===== src/rtl/fms_pkg.sv =====
`default_nettype none

package fms_pkg;

    localparam int APB_ADDR_W = 4;
    localparam int APB_DATA_W = 32;

    localparam logic [1:0] REG_ENC_TIMEOUT = 2'd0;
    localparam logic [1:0] REG_OC_LIMIT    = 2'd1;
    localparam logic [1:0] REG_PWR_LIMIT   = 2'd2;
    localparam logic [1:0] REG_REC_DELAY   = 2'd3;

    localparam logic [31:0] ENC_TIMEOUT_RST = 32'd100;
    localparam logic [11:0] OC_LIMIT_RST    = 12'd3000;
    localparam logic [15:0] PWR_LIMIT_RST   = 16'd10000;
    localparam logic [31:0] REC_DELAY_RST   = 32'd1000;

    localparam logic [2:0] CMD_TICK    = 3'd0;
    localparam logic [2:0] CMD_ENCODER = 3'd1;
    localparam logic [2:0] CMD_CURRENT = 3'd2;
    localparam logic [2:0] CMD_POWER   = 3'd3;
    localparam logic [2:0] CMD_RECOVER = 3'd4;
    localparam logic [2:0] CMD_CLEAR   = 3'd5;

    localparam logic [7:0] F_ENC_STALE   = 8'h01;
    localparam logic [7:0] F_ENC_INVALID = 8'h02;
    localparam logic [7:0] F_OC_LEFT     = 8'h04;
    localparam logic [7:0] F_OC_RIGHT    = 8'h08;
    localparam logic [7:0] F_POWER_LOW   = 8'h10;

    localparam logic [1:0] ENC_DEBOUNCE = 2'd2;
    localparam logic [1:0] OC_DEBOUNCE  = 2'd3;
    localparam logic [2:0] PWR_DEBOUNCE = 3'd4;

    localparam int EV_SAFE  = 0;
    localparam int EV_ENC   = 1;
    localparam int EV_OC    = 2;
    localparam int EV_POWER = 3;
    localparam int EV_RECOV = 4;
    localparam int EV_KICK  = 5;
    localparam int EV_COUNT = 6;

    typedef struct packed {
        logic [31:0] encoder_timeout_ms;
        logic [11:0] overcurrent_limit;
        logic [15:0] power_low_limit_mv;
        logic [31:0] recovery_delay_ms;
    } cfg_t;

    typedef struct packed {
        logic [2:0]  command;
        logic        encoder_valid;
        logic [31:0] now_ms;
        logic [11:0] right_current;
        logic [11:0] left_current;
        logic [15:0] supply_voltage;
    } cmd_t;

    typedef struct packed {
        logic [7:0]  fault_flags;
        logic [7:0]  latched_flags;
        logic        safe_active;
        logic [31:0] safe_entries;
        logic [31:0] encoder_timeout_count;
        logic [31:0] overcurrent_count;
        logic [31:0] power_low_count;
        logic [31:0] recovery_count;
        logic [31:0] kick_count;
    } status_t;

endpackage

`default_nettype wire


===== src/rtl/fms_cfg_regs.sv =====
`default_nettype none

module fms_cfg_regs
    import fms_pkg::*;
(
    input  wire logic                  clk,
    input  wire logic                  rst_n,
    input  wire logic                  psel,
    input  wire logic                  penable,
    input  wire logic                  pwrite,
    input  wire logic [APB_ADDR_W-1:0] paddr,
    input  wire logic [APB_DATA_W-1:0] pwdata,
    output logic      [APB_DATA_W-1:0] prdata,
    output logic                       pready,
    output cfg_t                       cfg
);

    cfg_t       cfg_reg;
    logic       wr_en;
    logic [1:0] reg_sel;

    assign pready  = 1'b1;
    assign wr_en   = psel && penable && pwrite && pready;
    assign reg_sel = paddr[3:2];
    assign cfg     = cfg_reg;

    always_ff @(posedge clk or negedge rst_n)
    begin
        if (!rst_n)
        begin
            cfg_reg.encoder_timeout_ms <= ENC_TIMEOUT_RST;
            cfg_reg.overcurrent_limit  <= OC_LIMIT_RST;
            cfg_reg.power_low_limit_mv <= PWR_LIMIT_RST;
            cfg_reg.recovery_delay_ms  <= REC_DELAY_RST;
        end
        else if (wr_en)
        begin
            unique case (reg_sel)
                REG_ENC_TIMEOUT: cfg_reg.encoder_timeout_ms <= pwdata;
                REG_OC_LIMIT:    cfg_reg.overcurrent_limit  <= pwdata[11:0];
                REG_PWR_LIMIT:   cfg_reg.power_low_limit_mv <= pwdata[15:0];
                REG_REC_DELAY:   cfg_reg.recovery_delay_ms  <= pwdata;
                default:         cfg_reg.recovery_delay_ms  <= cfg_reg.recovery_delay_ms;
            endcase
        end
    end

    always_comb
    begin
        unique case (reg_sel)
            REG_ENC_TIMEOUT: prdata = cfg_reg.encoder_timeout_ms;
            REG_OC_LIMIT:    prdata = {20'd0, cfg_reg.overcurrent_limit};
            REG_PWR_LIMIT:   prdata = {16'd0, cfg_reg.power_low_limit_mv};
            REG_REC_DELAY:   prdata = cfg_reg.recovery_delay_ms;
            default:         prdata = '0;
        endcase
    end

endmodule

`default_nettype wire


===== src/rtl/fms_engine.sv =====
`default_nettype none

module fms_engine
    import fms_pkg::*;
(
    input  wire logic clk,
    input  wire logic rst_n,
    input  wire logic fire,
    input  wire cmd_t item,
    input  wire cfg_t cfg,
    output status_t   result
);

    logic [7:0]  act_reg,   act_next;
    logic [7:0]  latch_reg, latch_next;
    logic [1:0]  enc_cnt_reg,   enc_cnt_next;
    logic [1:0]  left_cnt_reg,  left_cnt_next;
    logic [1:0]  right_cnt_reg, right_cnt_next;
    logic [2:0]  sup_cnt_reg,   sup_cnt_next;
    logic        safe_reg,  safe_next;
    logic [31:0] entry_reg, entry_next;
    logic [31:0] last_enc_reg, last_enc_next;
    logic [31:0] ev_reg  [EV_COUNT];
    logic [31:0] ev_next [EV_COUNT];
    logic [1:0]  ev_inc  [EV_COUNT];
    logic [31:0] enc_age;
    logic [31:0] safe_age;

    assign enc_age  = item.now_ms - last_enc_reg;
    assign safe_age = item.now_ms - entry_reg;

    always_comb
    begin
        act_next       = act_reg;
        latch_next     = latch_reg;
        enc_cnt_next   = enc_cnt_reg;
        left_cnt_next  = left_cnt_reg;
        right_cnt_next = right_cnt_reg;
        sup_cnt_next   = sup_cnt_reg;
        safe_next      = safe_reg;
        entry_next     = entry_reg;
        last_enc_next  = last_enc_reg;
        for (int i = 0; i < EV_COUNT; i++)
        begin
            ev_inc[i] = 2'd0;
        end

        unique case (item.command)
            CMD_TICK:
            begin
                ev_inc[EV_KICK] = 2'd1;
            end
            CMD_ENCODER:
            begin
                if (item.encoder_valid)
                begin
                    last_enc_next = item.now_ms;
                    enc_cnt_next  = 2'd0;
                    if (!safe_next)
                    begin
                        act_next = act_next & ~(F_ENC_STALE | F_ENC_INVALID);
                    end
                end
                else if (enc_age > cfg.encoder_timeout_ms && enc_cnt_next < ENC_DEBOUNCE)
                begin
                    enc_cnt_next = enc_cnt_next + 2'd1;
                    if (enc_cnt_next == ENC_DEBOUNCE)
                    begin
                        act_next       = act_next | F_ENC_STALE | F_ENC_INVALID;
                        latch_next     = latch_next | F_ENC_INVALID;
                        ev_inc[EV_ENC] = 2'd1;
                        if (!safe_next)
                        begin
                            safe_next       = 1'b1;
                            entry_next      = item.now_ms;
                            ev_inc[EV_SAFE] = 2'd1;
                        end
                    end
                end
            end
            CMD_CURRENT:
            begin
                // The left channel is handled first; its safe-state entry is seen by the right.
                if (item.left_current > cfg.overcurrent_limit)
                begin
                    if (left_cnt_next < OC_DEBOUNCE)
                    begin
                        left_cnt_next = left_cnt_next + 2'd1;
                        if (left_cnt_next == OC_DEBOUNCE)
                        begin
                            act_next      = act_next | F_OC_LEFT;
                            latch_next    = latch_next | F_OC_LEFT;
                            ev_inc[EV_OC] = ev_inc[EV_OC] + 2'd1;
                            if (!safe_next)
                            begin
                                safe_next       = 1'b1;
                                entry_next      = item.now_ms;
                                ev_inc[EV_SAFE] = 2'd1;
                            end
                        end
                    end
                end
                else
                begin
                    left_cnt_next = 2'd0;
                    if (!safe_next)
                    begin
                        act_next = act_next & ~F_OC_LEFT;
                    end
                end
                if (item.right_current > cfg.overcurrent_limit)
                begin
                    if (right_cnt_next < OC_DEBOUNCE)
                    begin
                        right_cnt_next = right_cnt_next + 2'd1;
                        if (right_cnt_next == OC_DEBOUNCE)
                        begin
                            act_next      = act_next | F_OC_RIGHT;
                            latch_next    = latch_next | F_OC_RIGHT;
                            ev_inc[EV_OC] = ev_inc[EV_OC] + 2'd1;
                            if (!safe_next)
                            begin
                                safe_next       = 1'b1;
                                entry_next      = item.now_ms;
                                ev_inc[EV_SAFE] = 2'd1;
                            end
                        end
                    end
                end
                else
                begin
                    right_cnt_next = 2'd0;
                    if (!safe_next)
                    begin
                        act_next = act_next & ~F_OC_RIGHT;
                    end
                end
            end
            CMD_POWER:
            begin
                if (item.supply_voltage < cfg.power_low_limit_mv)
                begin
                    if (sup_cnt_next < PWR_DEBOUNCE)
                    begin
                        sup_cnt_next = sup_cnt_next + 3'd1;
                    end
                    if (sup_cnt_next == PWR_DEBOUNCE)
                    begin
                        act_next         = act_next | F_POWER_LOW;
                        latch_next       = latch_next | F_POWER_LOW;
                        ev_inc[EV_POWER] = 2'd1;
                        if (!safe_next)
                        begin
                            safe_next       = 1'b1;
                            entry_next      = item.now_ms;
                            ev_inc[EV_SAFE] = 2'd1;
                        end
                    end
                end
                else
                begin
                    sup_cnt_next = 3'd0;
                    if (!safe_next)
                    begin
                        act_next = act_next & ~F_POWER_LOW;
                    end
                end
            end
            CMD_RECOVER:
            begin
                if (safe_reg && act_reg == 8'd0 && safe_age > cfg.recovery_delay_ms)
                begin
                    safe_next        = 1'b0;
                    ev_inc[EV_RECOV] = 2'd1;
                    last_enc_next    = item.now_ms;
                end
            end
            CMD_CLEAR:
            begin
                act_next       = 8'd0;
                latch_next     = 8'd0;
                enc_cnt_next   = 2'd0;
                left_cnt_next  = 2'd0;
                right_cnt_next = 2'd0;
                sup_cnt_next   = 3'd0;
                safe_next      = 1'b0;
            end
            default:
            begin
                safe_next = safe_reg;
            end
        endcase

        for (int i = 0; i < EV_COUNT; i++)
        begin
            ev_next[i] = ev_reg[i] + {30'd0, ev_inc[i]};
        end
    end

    always_ff @(posedge clk or negedge rst_n)
    begin
        if (!rst_n)
        begin
            act_reg       <= '0;
            latch_reg     <= '0;
            enc_cnt_reg   <= '0;
            left_cnt_reg  <= '0;
            right_cnt_reg <= '0;
            sup_cnt_reg   <= '0;
            safe_reg      <= 1'b0;
            entry_reg     <= '0;
            last_enc_reg  <= '0;
            for (int i = 0; i < EV_COUNT; i++)
            begin
                ev_reg[i] <= '0;
            end
        end
        else if (fire)
        begin
            act_reg       <= act_next;
            latch_reg     <= latch_next;
            enc_cnt_reg   <= enc_cnt_next;
            left_cnt_reg  <= left_cnt_next;
            right_cnt_reg <= right_cnt_next;
            sup_cnt_reg   <= sup_cnt_next;
            safe_reg      <= safe_next;
            entry_reg     <= entry_next;
            last_enc_reg  <= last_enc_next;
            for (int i = 0; i < EV_COUNT; i++)
            begin
                ev_reg[i] <= ev_next[i];
            end
        end
    end

    always_comb
    begin
        result.fault_flags           = act_next;
        result.latched_flags         = latch_next;
        result.safe_active           = safe_next;
        result.safe_entries          = ev_next[EV_SAFE];
        result.encoder_timeout_count = ev_next[EV_ENC];
        result.overcurrent_count     = ev_next[EV_OC];
        result.power_low_count       = ev_next[EV_POWER];
        result.recovery_count        = ev_next[EV_RECOV];
        result.kick_count            = ev_next[EV_KICK];
    end

endmodule

`default_nettype wire


===== src/rtl/fault_monitor_safe_state.sv =====
// Safety monitor for a motor controller. Each command transaction (tick, encoder check,
// current check, supply check, recovery attempt, clear or reserved code) yields exactly one
// status transaction with the fault flags, the safe-state bit and the event counters as they
// stand after that command. One command is taken every clock cycle while the output is not
// stalled; its status passes through the command register and then the status register. The
// rate rests on the fault state being computed combinationally from the registered command.
// The user must write the limits through the APB port (pready is always high) only while no
// command is in flight; the block itself does not enforce this.
`default_nettype none

module fault_monitor_safe_state
    import fms_pkg::*;
(
    input  wire logic                  clk,
    input  wire logic                  rst_n,
    input  wire logic                  psel,
    input  wire logic                  penable,
    input  wire logic                  pwrite,
    input  wire logic [APB_ADDR_W-1:0] paddr,
    input  wire logic [APB_DATA_W-1:0] pwdata,
    output logic      [APB_DATA_W-1:0] prdata,
    output logic                       pready,
    input  wire logic                  cmd_valid,
    output logic                       cmd_stall,
    input  wire cmd_t                  cmd,
    output logic                       status_valid,
    input  wire logic                  status_stall,
    output status_t                    status
);

    cfg_t    cfg;
    cmd_t    cmd_reg;
    logic    cmd_valid_reg, cmd_valid_next;
    status_t status_reg;
    status_t result;
    logic    status_valid_reg, status_valid_next;
    logic    fire;
    logic    accept;

    fms_cfg_regs u_cfg_regs
    (
        .clk     (clk),
        .rst_n   (rst_n),
        .psel    (psel),
        .penable (penable),
        .pwrite  (pwrite),
        .paddr   (paddr),
        .pwdata  (pwdata),
        .prdata  (prdata),
        .pready  (pready),
        .cfg     (cfg)
    );

    fms_engine u_engine
    (
        .clk    (clk),
        .rst_n  (rst_n),
        .fire   (fire),
        .item   (cmd_reg),
        .cfg    (cfg),
        .result (result)
    );

    assign fire      = cmd_valid_reg && (!status_valid_reg || !status_stall);
    assign cmd_stall = cmd_valid_reg && !fire;
    assign accept    = cmd_valid && !cmd_stall;

    assign status_valid = status_valid_reg;
    assign status       = status_reg;

    always_comb
    begin
        priority if (accept)
        begin
            cmd_valid_next = 1'b1;
        end
        else if (fire)
        begin
            cmd_valid_next = 1'b0;
        end
        else
        begin
            cmd_valid_next = cmd_valid_reg;
        end

        priority if (fire)
        begin
            status_valid_next = 1'b1;
        end
        else if (!status_stall)
        begin
            status_valid_next = 1'b0;
        end
        else
        begin
            status_valid_next = status_valid_reg;
        end
    end

    always_ff @(posedge clk or negedge rst_n)
    begin
        if (!rst_n)
        begin
            cmd_valid_reg    <= 1'b0;
            status_valid_reg <= 1'b0;
        end
        else
        begin
            cmd_valid_reg    <= cmd_valid_next;
            status_valid_reg <= status_valid_next;
        end
    end

    always_ff @(posedge clk)
    begin
        if (accept)
        begin
            cmd_reg <= cmd;
        end
        if (fire)
        begin
            status_reg <= result;
        end
    end

`ifndef SYNTHESIS
    // A command is held back only while an earlier one waits in the command register.
    assert_stall_only_when_full: assert property (@(posedge clk) disable iff (!rst_n)
        cmd_stall |-> cmd_valid_reg)
        else $error("command stalled with an empty command register");

    // A waiting command moves into an empty status register at once.
    assert_drain_to_empty: assert property (@(posedge clk) disable iff (!rst_n)
        (cmd_valid_reg && !status_valid_reg) |=> status_valid_reg)
        else $error("command not processed into an empty status register");

    // Active faults can only exist while the block is in safe state.
    assert_faults_imply_safe: assert property (@(posedge clk) disable iff (!rst_n)
        (status_valid && status.fault_flags != 8'd0) |-> status.safe_active)
        else $error("active fault reported outside safe state");

    // Every active fault other than encoder stale is also latched.
    assert_active_latched: assert property (@(posedge clk) disable iff (!rst_n)
        status_valid |-> ((status.fault_flags[4:1] & ~status.latched_flags[4:1]) == 4'd0))
        else $error("active fault without its latched bit");

    // Undefined flag bits stay clear.
    assert_unused_flags_zero: assert property (@(posedge clk) disable iff (!rst_n)
        status_valid |-> (status.fault_flags[7:5] == 3'd0 && status.latched_flags[7:5] == 3'd0))
        else $error("unused fault flag bit set");
`endif

endmodule

`default_nettype wire


===== config.mk =====
export PLATFORM = sky130hd
export DESIGN_NAME = fault_monitor_safe_state
export DESIGN_NICKNAME = d
export VERILOG_FILES = /design/src/rtl/fms_pkg.sv /design/src/rtl/fms_cfg_regs.sv /design/src/rtl/fms_engine.sv /design/src/rtl/fault_monitor_safe_state.sv
export SDC_FILE = /design/constraint.sdc
export NUM_CORES = 1
export LEC_CHECK = 0
export BUFFER_PORTS_ARGS = -buffer_cell sky130_fd_sc_hd__buf_2
export CAP_MARGIN = 20
export CORE_MARGIN = 1.5
export CORE_UTILIZATION = 55
export DETAILED_ROUTE_END_ITERATION = 8
export GPL_TIMING_DRIVEN = 0
export PLACE_DENSITY = 0.76
export SYNTH_ARGS = -nofsm -noshare
export SYNTH_HDL_FRONTEND = slang
export SYNTH_SLANG_ARGS = --single-unit

===== constraint.sdc =====
create_clock -name clk -period 9.2 [get_ports clk]
set_clock_uncertainty 0.1 [all_clocks]
set_input_delay 0.46 -clock clk [delete_from_list [all_inputs] [get_ports clk]]
set_output_delay 0.46 -clock clk [all_outputs]
set_load 0.01 [all_outputs]

==> impl_metrics.toml <==
[status]
outcome = "complete, but fails checks"
failing_checks = "design-rule violations"

[synthesis]
syn-num-nets = 3252
synth_enable_flop_cells = 285
synthesis.area_um2 = 33000
synthTopCellsByArea = "sky130_fd_sc_hd__dfrtp_1 27%, sky130_fd_sc_hd__edfxtp_1 26%, sky130_fd_sc_hd__ha_1 7.0%"
post_synth_inst_count = 2945
ys.flop_type = "sky130_fd_sc_hd__dfrtp_1"
synth-seq-cells = 661
yosysWarningCount = 0
synth-seq-area-share_pct = 54.5
yosysUniqueCellTypes = 88
asyncSetResetFlopFracSynth_pct = 56.9
syn_avg_cell_area_um2 = 11.2
synth_top_area_cell = "sky130_fd_sc_hd__dfrtp_1"
fraction_of_post_synthesis_cell_area_in_the_top_cell_type_by_area_pct = 26.9

[place]
placed_cells = 4087
hpwl_um = 61200
weighted_congestion_at_the_end_of_routability_driven_global_placement = 0.960
dp_slack_ps = 480
placement.io_buffers = 358
dp_area_um2 = 36000

[final_layout]
leading_cell_type_in_the_layout_fill_and_taps_excluded = "sky130_fd_sc_hd__buf_2"
number_of_flip_flops_in_the_largest_register = 209
multiInputGateArea_um2 = 13900
layout.nets = 3794
fillerInstances = 4335
fin_area_um2 = 39200
seqCellArea_um2 = 18000
area.growth.synth_to_final_pct = 18.8
final_layout_size_suffix_gt1_share_pct = 17.7
final_cell_mix = "374 x sky130_fd_sc_hd__buf_2, 355 x sky130_fd_sc_hd__nand2_1, 355 x sky130_fd_sc_hd__dfrtp_1, 285 x sky130_fd_sc_hd__edfxtp_1, 225 x sky130_fd_sc_hd__xnor2_1"
diodes = 0
final_cell_count_no_fill = 4318

[detailed_routing]
routed_wirelength_um = 83600
detail_route.vias_per_cell = 5.58
remaining_drc_errors = 26
routed-via-count = 24100
avgRoutedWirePerCell_um = 19.4
detail_route.iter0.violations = 1545
drt.antenna.violating_nets = 0
drt_first_pass_iters = 9

[clocking]
clock_pin_slew_reported_for_the_worst_setup_and_hold_paths_after_clock_tree_synthesis_ps = 60
cts-buffers-inserted = 70
clkSinkCount = 661
root_buffer = "sky130_fd_sc_hd__clkbuf_16"
clk_latency_ps = 620
max-clock-path-buffers = 3
tritoncts_clock_tree = "done"
ctsHtreeMaxLevel = 3

[global_route]
grt_use_met2_pct = 45.7
global_route.usage.total_pct = 27.3
pin_count_of_the_biggest_net_entering_global_routing = 114
gr-usage-met3_pct = 4.47
antenna_found_initial = 0
grt.met1_usage_pct = 35.2
globalRouteOverflowTotal = 0
first_global_vias = 24200
grt_pass1_wl_um = 130000
busiest_layer = "met2"

[min_path]
hold_path.startpoint = "pwdata[1]"
hold_depth = 3
min-delay-path-class = "primary input to register"
min_to = "u_cfg_regs.cfg[33]"

[setup_path]
cp-start-kind = "register"
regToRegStartpoint = "cmd_reg[52]"
rrSetupSlack_ps = 570
critical_path.reg2reg.endpoint = "status[186]"
maximum_cell_stage_delay_along_the_critical_path_ps = 520
critPathLaunch = "cmd_reg[52]"
timing.critical_path.mode_cell = "sky130_fd_sc_hd__ha_1"
worst-endpoint-arrival_ps = 8890
critPathMaxFanout = 8
worstRegToRegCells = 32
critical_path.endpoint_type = "register"
max_stage_delay_cell_worst_path = "sky130_fd_sc_hd__edfxtp_1"
crit_path_kind = "register to register"
cp.required_ps = 9460

[die]
rows = 89
die_area_um2 = 61500
chipWidth_um = 248
placeableCoreArea_um2 = 59100
initial_core_util_pct = 55.8
top_level_ports = 363
fp.dieH_um = 248

[power]
total_leakage_power_uw = 0.0182
max-vdd-ir-drop_uv = 166
clock_network_fraction_of_design_power_pct = 31.5
power_density_nw_per_um2 = 221
power.switching_uw = 2700
internal_power_uw = 5950
pwr-share-seq_pct = 41.7
comb_power_share_pct = 26.9
switching_fraction_of_total_power_pct = 31.2

[timing]
unrepaired_setup_endpoints_after_global_routing = "no"
fin_crit_sh_pct = 93.8
finalMaxSlewViolations = 0
final.min_clock_period_ps = 8630
timing_hold_violations_final = 0
max_slew_margin_pct = 22.5
finalWorstSetupSlack_ps = 569
max_freq_mhz = 116
timing_worst_slew_pin_value_ps = 1160
setup_violations = 0
setup_total_negative_slack_ps = 0

[job]
maxCapViolCount = 0
-- kinds of logic after synthesis --
| family | count (synthesis) | share of synthesized area [%] |
|---|---|---|
| xor gates and xnor gates | 418 | 11.1 |
| muxes | 81 | 3.17 |
| DFF | 661 | 54.5 |
| AOI/OAI and AO/OA | 400 | 7.46 |
| and+or+nand+nor | 906 | 13.2 |
| other | 1 | 0.0114 |
| adders and majority gates | 188 | 7.19 |
| buffers and inverters | 290 | 3.41 |
-- cells in the mapped netlist (all sizes together) (53+ instances only) --
cell type and n:
nand4 53, xor2 193, o21ai 162, ha 185, mux2 69, edfxtp 285
nand3 111, nor2 158, dfrtp 355, nand2 356, inv 193, clkbuf 73
xnor2 225, nor3 62, a21oi 81
-- worst max path at each step --
stage	end	slack [ps]	cells after the start
after floorplan	status[0]	1610	5
after global placement	status[193]	-1550	6
after detailed placement	status[186]	480	32
after CTS	status[186]	440	32
after global routing	status[188]	50	32
final	status[186]	570	32
-- final cells by class --
cell class                      instances  share of cell area, %
Sequential cell                       661                   45.9
Multi-Input combinational cell       1994                   35.4
Timing Repair Buffer                  470                   7.75
Clock buffer                           99                   4.93
Tap cell                              773                   2.47
Inverter                              194                   1.86
Buffer                                 96                   1.01
Clock inverter                         31                  0.667
-- per-layer routing --
layer,vias up,part of all wire (%)
met5,-,0
met4,0,4.0
met3,193,6.9
met2,886,49
met1,11700,41
li1,11300,-
-- power by group through the flow --
stage / clock (uW) / combinational, uW / sequential [uW]
after floorplan: 0 / 1550 / 3650
after global placement: 0 / 2140 / 3670
after detailed placement: 0 / 2240 / 3650
after CTS: 2770 / 2300 / 3600
after global routing: 2890 / 2600 / 3640
final: 2720 / 2320 / 3600
-- metrics by stage --
step	total power, uW	hold WS (ps)	util, %
after global placement	5810	363	60.5
after detailed placement	5900	367	60.9
after global routing	9130	36.7	66.3
final	8650	26.0	66.3
after CTS	8660	0.905	66.3
after floorplan	5200	64.4	-
-- worst max-delay path: cells and delay by family, from the launching register on --
kind                       cells  cell delay, ps
AOI/OAI and AO/OA             11            2970
and+or+nand+nor               12            2820
adders and majority gates      4            1090
buffers and inverters          3             590
DFF                            1             520
xor gates and xnor gates       2             290
-- repair_timing --
action / CTS / global route
endpoints found under the setup margin: 0 / 14
hold buffers: 100 / 0
gates resized for setup: 0 / 2
endpoints found under the hold margin: 194 / 0
setup buffers: 0 / 0
(Power assumes the default switching activity.)
